<file path="config.mk">
export PLATFORM = sky130hd
export DESIGN_NAME = bblc_cell
export DESIGN_NICKNAME = d
export VERILOG_FILES = /design/src/rtl/core/bblc_pkg.sv /design/src/rtl/core/bblc_cell.sv
export SDC_FILE = /design/constraint.sdc
export NUM_CORES = 1
export LEC_CHECK = 0
export BUFFER_PORTS_ARGS = -buffer_cell sky130_fd_sc_hd__buf_4
export CORE_AREA = 5 5 233 235
export DETAILED_ROUTE_END_ITERATION = 10
export DIE_AREA = 0 0 238 240
export GPL_TIMING_DRIVEN = 0
export HOLD_SLACK_MARGIN = 0.05
export PLACE_DENSITY = 0.34
export SLEW_MARGIN = 25
export SYNTH_ARGS = -nofsm -noshare
export SYNTH_HDL_FRONTEND = slang
export SYNTH_SLANG_ARGS = --single-unit
</file>
<file path="constraint.sdc">
create_clock -name clock -period 34.5 [get_ports clock]
set_clock_uncertainty 0.15 [all_clocks]
set_input_delay 10.35 -clock clock [delete_from_list [all_inputs] [get_ports clock]]
set_output_delay 10.35 -clock clock [all_outputs]
set_load 0.02 [all_outputs]
</file>
<file path="src/rtl/core/bblc_pkg.sv">
// Package of the byte-budget LRU cache: sizes, entry type and control codes.
// It has no dependencies. The cell and top-level modules import it.
package bblc_pkg;

   localparam int ENTRIES         = 16;
   localparam int KEY_BITS        = 64;
   localparam int BYTES_PER_PIXEL = 4;
   localparam int HANDLE_BITS     = 32;
   localparam int DIM_BITS        = 15;
   localparam int BYTES_BITS      = 31;
   localparam int USED_BITS       = 35;
   localparam int MAXB_BITS       = 41;
   localparam int EVICT_BITS      = 5;
   localparam int PROD_BITS       = 2 * DIM_BITS;

   localparam logic [DIM_BITS-1:0]   DIM_MAX         = DIM_BITS'(16384);
   localparam logic [MAXB_BITS-1:0]  MAX_BYTES_RESET = MAXB_BITS'(256 * 1024 * 1024);
   localparam logic [BYTES_BITS-1:0] ENTRY_BYTES_MAX = '1;

   localparam logic [1:0] REQ_LOOKUP = 2'd0;
   localparam logic [1:0] REQ_STORE  = 2'd1;
   localparam logic [1:0] REQ_CLEAR  = 2'd2;

   typedef struct packed {
      logic [KEY_BITS-1:0]    key;
      logic [HANDLE_BITS-1:0] handle;
      logic [BYTES_BITS-1:0]  bytes;
   } entry_type;

   typedef enum logic [2:0] {
      OP_HOLD,
      OP_PUSH,
      OP_FRONT,
      OP_REMOVE,
      OP_EVICT,
      OP_CLEAR
   } cell_op_type;

   typedef struct packed {
      cell_op_type          op;
      logic [KEY_BITS-1:0]  key;
   } cell_ctl_type;

   typedef enum logic [2:0] {
      ST_IDLE,
      ST_TRIM,
      ST_OP,
      ST_FIT,
      ST_INSERT,
      ST_DONE
   } state_type;

endpackage

</file>
<file path="src/rtl/core/bblc_cell.sv">
// One slot of the recency-ordered entry chain; slot 0 holds the most recent entry.
// Depends on bblc_pkg. Instantiated in a row by byte_budget_lru_cache.
module bblc_cell
   import bblc_pkg::*;
(
   input  logic                   clock,
   input  logic                   reset,
   input  cell_ctl_type           ctl,
   input  entry_type              left_ent,
   input  logic                   left_vld,
   input  entry_type              right_ent,
   input  logic                   right_vld,
   input  logic                   seen_in,
   output logic                   seen_out,
   output logic                   match,
   output entry_type              ent_out,
   output logic                   vld_out,
   output entry_type              hit_ent,
   output logic [BYTES_BITS-1:0]  tail_bytes
);

   entry_type ent_ff, ent_in;
   logic      vld_ff, vld_in;

   assign match      = vld_ff && (ent_ff.key == ctl.key);
   assign seen_out   = seen_in | match;
   assign ent_out    = ent_ff;
   assign vld_out    = vld_ff;
   assign hit_ent    = match ? ent_ff : '0;
   assign tail_bytes = (vld_ff && !right_vld) ? ent_ff.bytes : '0;

   always_comb begin
      ent_in = ent_ff;
      vld_in = vld_ff;
      case (ctl.op)
         OP_PUSH: begin
            ent_in = left_ent;
            vld_in = left_vld;
         end
         OP_FRONT: begin
            if (!seen_in) begin
               ent_in = left_ent;
            end
         end
         OP_REMOVE: begin
            if (seen_in || match) begin
               ent_in = right_ent;
               vld_in = right_vld;
            end
         end
         OP_EVICT: begin
            if (vld_ff && !right_vld) begin
               vld_in = 1'b0;
            end
         end
         OP_CLEAR: begin
            vld_in = 1'b0;
         end
         default: begin
         end
      endcase
   end

   always_ff @(posedge clock) begin
      ent_ff <= ent_in;
      if (reset) begin
         vld_ff <= 1'b0;
      end else begin
         vld_ff <= vld_in;
      end
   end

endmodule
</file>
**Word level (Yosys, flattened, before mapping)**

Cells that the tools add are included.

- Equal/unequal tests: 9
- Mux-type cells: 8
- Bitwise gates (word level): 1
- Reductions and logical operators: 8

Operator list:

| kind | number |
|---|---|
| $mux 127 | 3 |
| $pmux 127 s3 | 1 |
| $eq 64x64->1 | 1 |
| $mux 31 | 1 |
| $eq 3x2->1 const B | 2 |
| $eq 3x3->1 const B | 2 |
| $ne 2x2->1 const B | 3 |
| $reduce_and 3->1 | 2 |
| $pmux 1 s4 | 1 |
| $reduce_bool 4->1 | 1 |
| $eq 3x1->1 const B | 1 |
| $reduce_bool 3->1 | 1 |
| $logic_and 1x1->1 | 2 |
| $mux 1 | 2 |
| $logic_not 1->1 | 1 |
| $logic_or 1x1->1 | 1 |
| $or 1x1->1 | 1 |

- Register bits after elaboration: 128
- Input port bits: 326
- Output and inout port bits: 288
- Logic and storage cells: 30

**Logic depth before layout (Yosys ltp)**

- Depth after elaboration: 5
- Mapped depth: 7
- Depth with buffers taken out: 5

**Worst setup path after synthesis**

Ideal clock, no wire load.

- Path kind: input port to output port
- From: input ctl[5] (netlist name)
- To: output hit_ent[110] (netlist name)
- Arrival: 11859 ps
- Data required time: 24000 ps
- Setup slack: 12141 ps
- Stages: 7
- Path buffers: 2
- Cell sequence: xnor2_1 -> nand4_1 -> nor4_2 -> nand2_1 -> buf_2 -> buf_2 -> nor3_1

RTL lines:

| element | line | source |
|---|---|---|
| start: declaration | bblc_cell.sv:8 | `input cell_ctl_type ctl,` |
| end: declaration | bblc_cell.sv:18 | `output entry_type hit_ent,` |

==> summary.txt <==
Status: finished, final reports clean
Number of routed nets with antenna violations: 0
Largest net degree at the start of global routing: 20
Layout cell share with drive strength beyond 1: 62.6%
Final-report hold violation count: 0
Register area share after synthesis: 47.7%
VDD IR max: 0.0348 mV
Avg Cell Area, Syn: 11.1 um^2
Final setup TNS: 0 ns
Final wirelength: 48.7 mm
ANT cells: 0
Final min period: 23.87 ns
RSZ-0062 raised after global routing: no
Starting density of the core: 15.4%
Worst-case clock buffer depth: 2
Post-Syn Nets: 1048
Die H: 240 um
Hold Path End: vld_out
CP arrival: 13.37 ns
Area Growth Syn to Fin: 77.8%
Most common cell after layout, fill and taps aside: buf_4
Fill cells: 5646
Worst min-delay path startpoint: vld_out
Post-layout util: 27.4%
Maxcap violations: 0
# H-tree levels: 4
Post-DP HPWL: 40.7 mm
Critical Path Source: ctl[53]
Crit path max fanout: 10
DRC Markers: 0
Area leader, netlist: edfxtp_1
Reg2Reg Depth: 9
Synth warn: 0
Num CTS Buffers: 17
DRT Pass-1 Iters: 5
Cell Pwr Density: 36.1 nW/um^2
WL/cell: 23.6 um
Fmax: 41.9 MHz
Fin. max-slew vios: 0
Row count: 84
R2r setup slk: 30.74 ns
CP endpoint kind: primary output
Crit Path Class: in2out
Iteration-0 DRC Markers: 305
Worst reg2reg startpoint: ent_out[116]
Crit path required time: 24.00 ns
Initial antenna violation count: 0
Yosys cell types: 31
Synthesized flop and latch total: 128
Worst-margin pin slew: 0.800 ns
Count of buffers from port buffering: 612
Most frequent cells in the layout: buf_4, inv_1, mux2_2, edfxtp_1, nor3_1
Global router's overall resource usage: 16.3%
Worst hold path stage count: 4
Top post-synthesis cells by area: edfxtp_1, mux2_2, nor3_1, xnor2_1, inv_1
First-pass GRT wire length: 65.1 mm
CTS clk-pin slew, worst paths: 0.06 ns
CTS resizes: 0
Static Leakage: 0.00624 uW
Final setup fails: 0
Io pins: 614
Hold Buf Count CTS: 0
DR vias: 7929
Synth Instances: 722
CTS tree: built
Gr ovfl total: 0
DIE AREA: 57100 um^2
Core area: 52000 um^2
Chip width: 238 um
Worst hold path class: reg2reg
CTS root buf: clkbuf_16
Final Cycle Share: 69.2%
Power Total: 516 uW
Minimum hold slack: 0.857 ns
Routability congestion estimate: 0.841
Slew headroom: 46.6%
Startpoint types: input pin
Total setup buffers inserted after CTS: 0
Synthesized area: 8030 um^2
Worst skew pair latency: 0.48 ns
Vias per inst: 3.85
RR Endpoint: ent_out[86]
# clock sinks: 128
Number of global-route vias before repair: 8431
Synth top area share: 47.5%
Final #Nets: 1687
power by group:
group	internal, uW	switching (uW)
clock network	99.7	83.4
logic	64.0	66.7
registers	189	13.2
worst max-delay path by stage:
stage,endpoint,slack [ns],depth (start not counted)
after detailed placement,hit_ent[89],10.51,9
after global placement,ent_out[78],4.90,6
after global routing,hit_ent[89],10.37,9
after floorplan,hit_ent[110],12.14,7
after CTS,hit_ent[89],10.50,9
final,hit_ent[89],10.63,9
cell families (layout without fill, tap and decap cells):
kind of cell / Yosys count / after routing / synth area share, %
mux: 128 / 128 / 17.9
simple gates: 217 / 217 / 17.1
flops: 128 / 128 / 47.7
buf+inv: 180 / 832 / 9.94
compound gates: 11 / 11 / 0.997
xor+xnor: 58 / 58 / 6.32
cell usage after synthesis, drive strengths merged:
cell type,n
a222oi,1
nor4,6
and4,1
inv,131
a21boi,1
o21ai,3
xor2,1
xnor2,57
edfxtp,127
nor3,160
a21oi,1
nor2,4
and3,1
nand2b,8
mux2i,1
a221oi,1
nand4,24
dfxtp,1
nand2,6
buf,34
a211o,1
a2111oi,2
nand3,4
mux2,127
nor2b,3
clkbuf,15
o21bai,1
worst max-delay path: stages:
cell and delay, ns:
buf_4 0.11, xnor2_1 0.52, nand4_1 0.34, nor4_2 0.60
nand2_1 0.20, buf_2 0.34, clkbuf_1 0.32, nor3_1 0.34
buf_4 0.22
sequential cells by signal, summed over array words and instances, names as in the netlist:
register and flops:
ent_out 127, vld_out 1
cell type report:
class,instances,area [um^2],share of cell area (%)
Inverter,131,492,3.44
Clock buffer,18,429,3.01
Multi-Input combinational cell,414,3410,23.9
Buffer,49,307,2.15
Timing Repair Buffer,620,4810,33.7
Sequential cell,128,3830,26.8
Clock inverter,14,131,0.920
Tap cell,688,861,6.03
metal layers:
metal	part of all wire (%)	track usage (%)
met2	52	28.7
met1	40	19.1
met4	1.5	4.52
met5	0	0
met3	7.2	5.29
stage by stage:
stage	area, um^2	setup WS [ns]	instances
after global routing	14300	10.37	2062
after CTS	14300	10.50	2062
after floorplan	8030	12.14	722
after global placement	13500	4.90	2022
final	14300	10.63	2062
after detailed placement	13700	10.51	2030
Note: power is estimated with default switching activity, not from simulation.
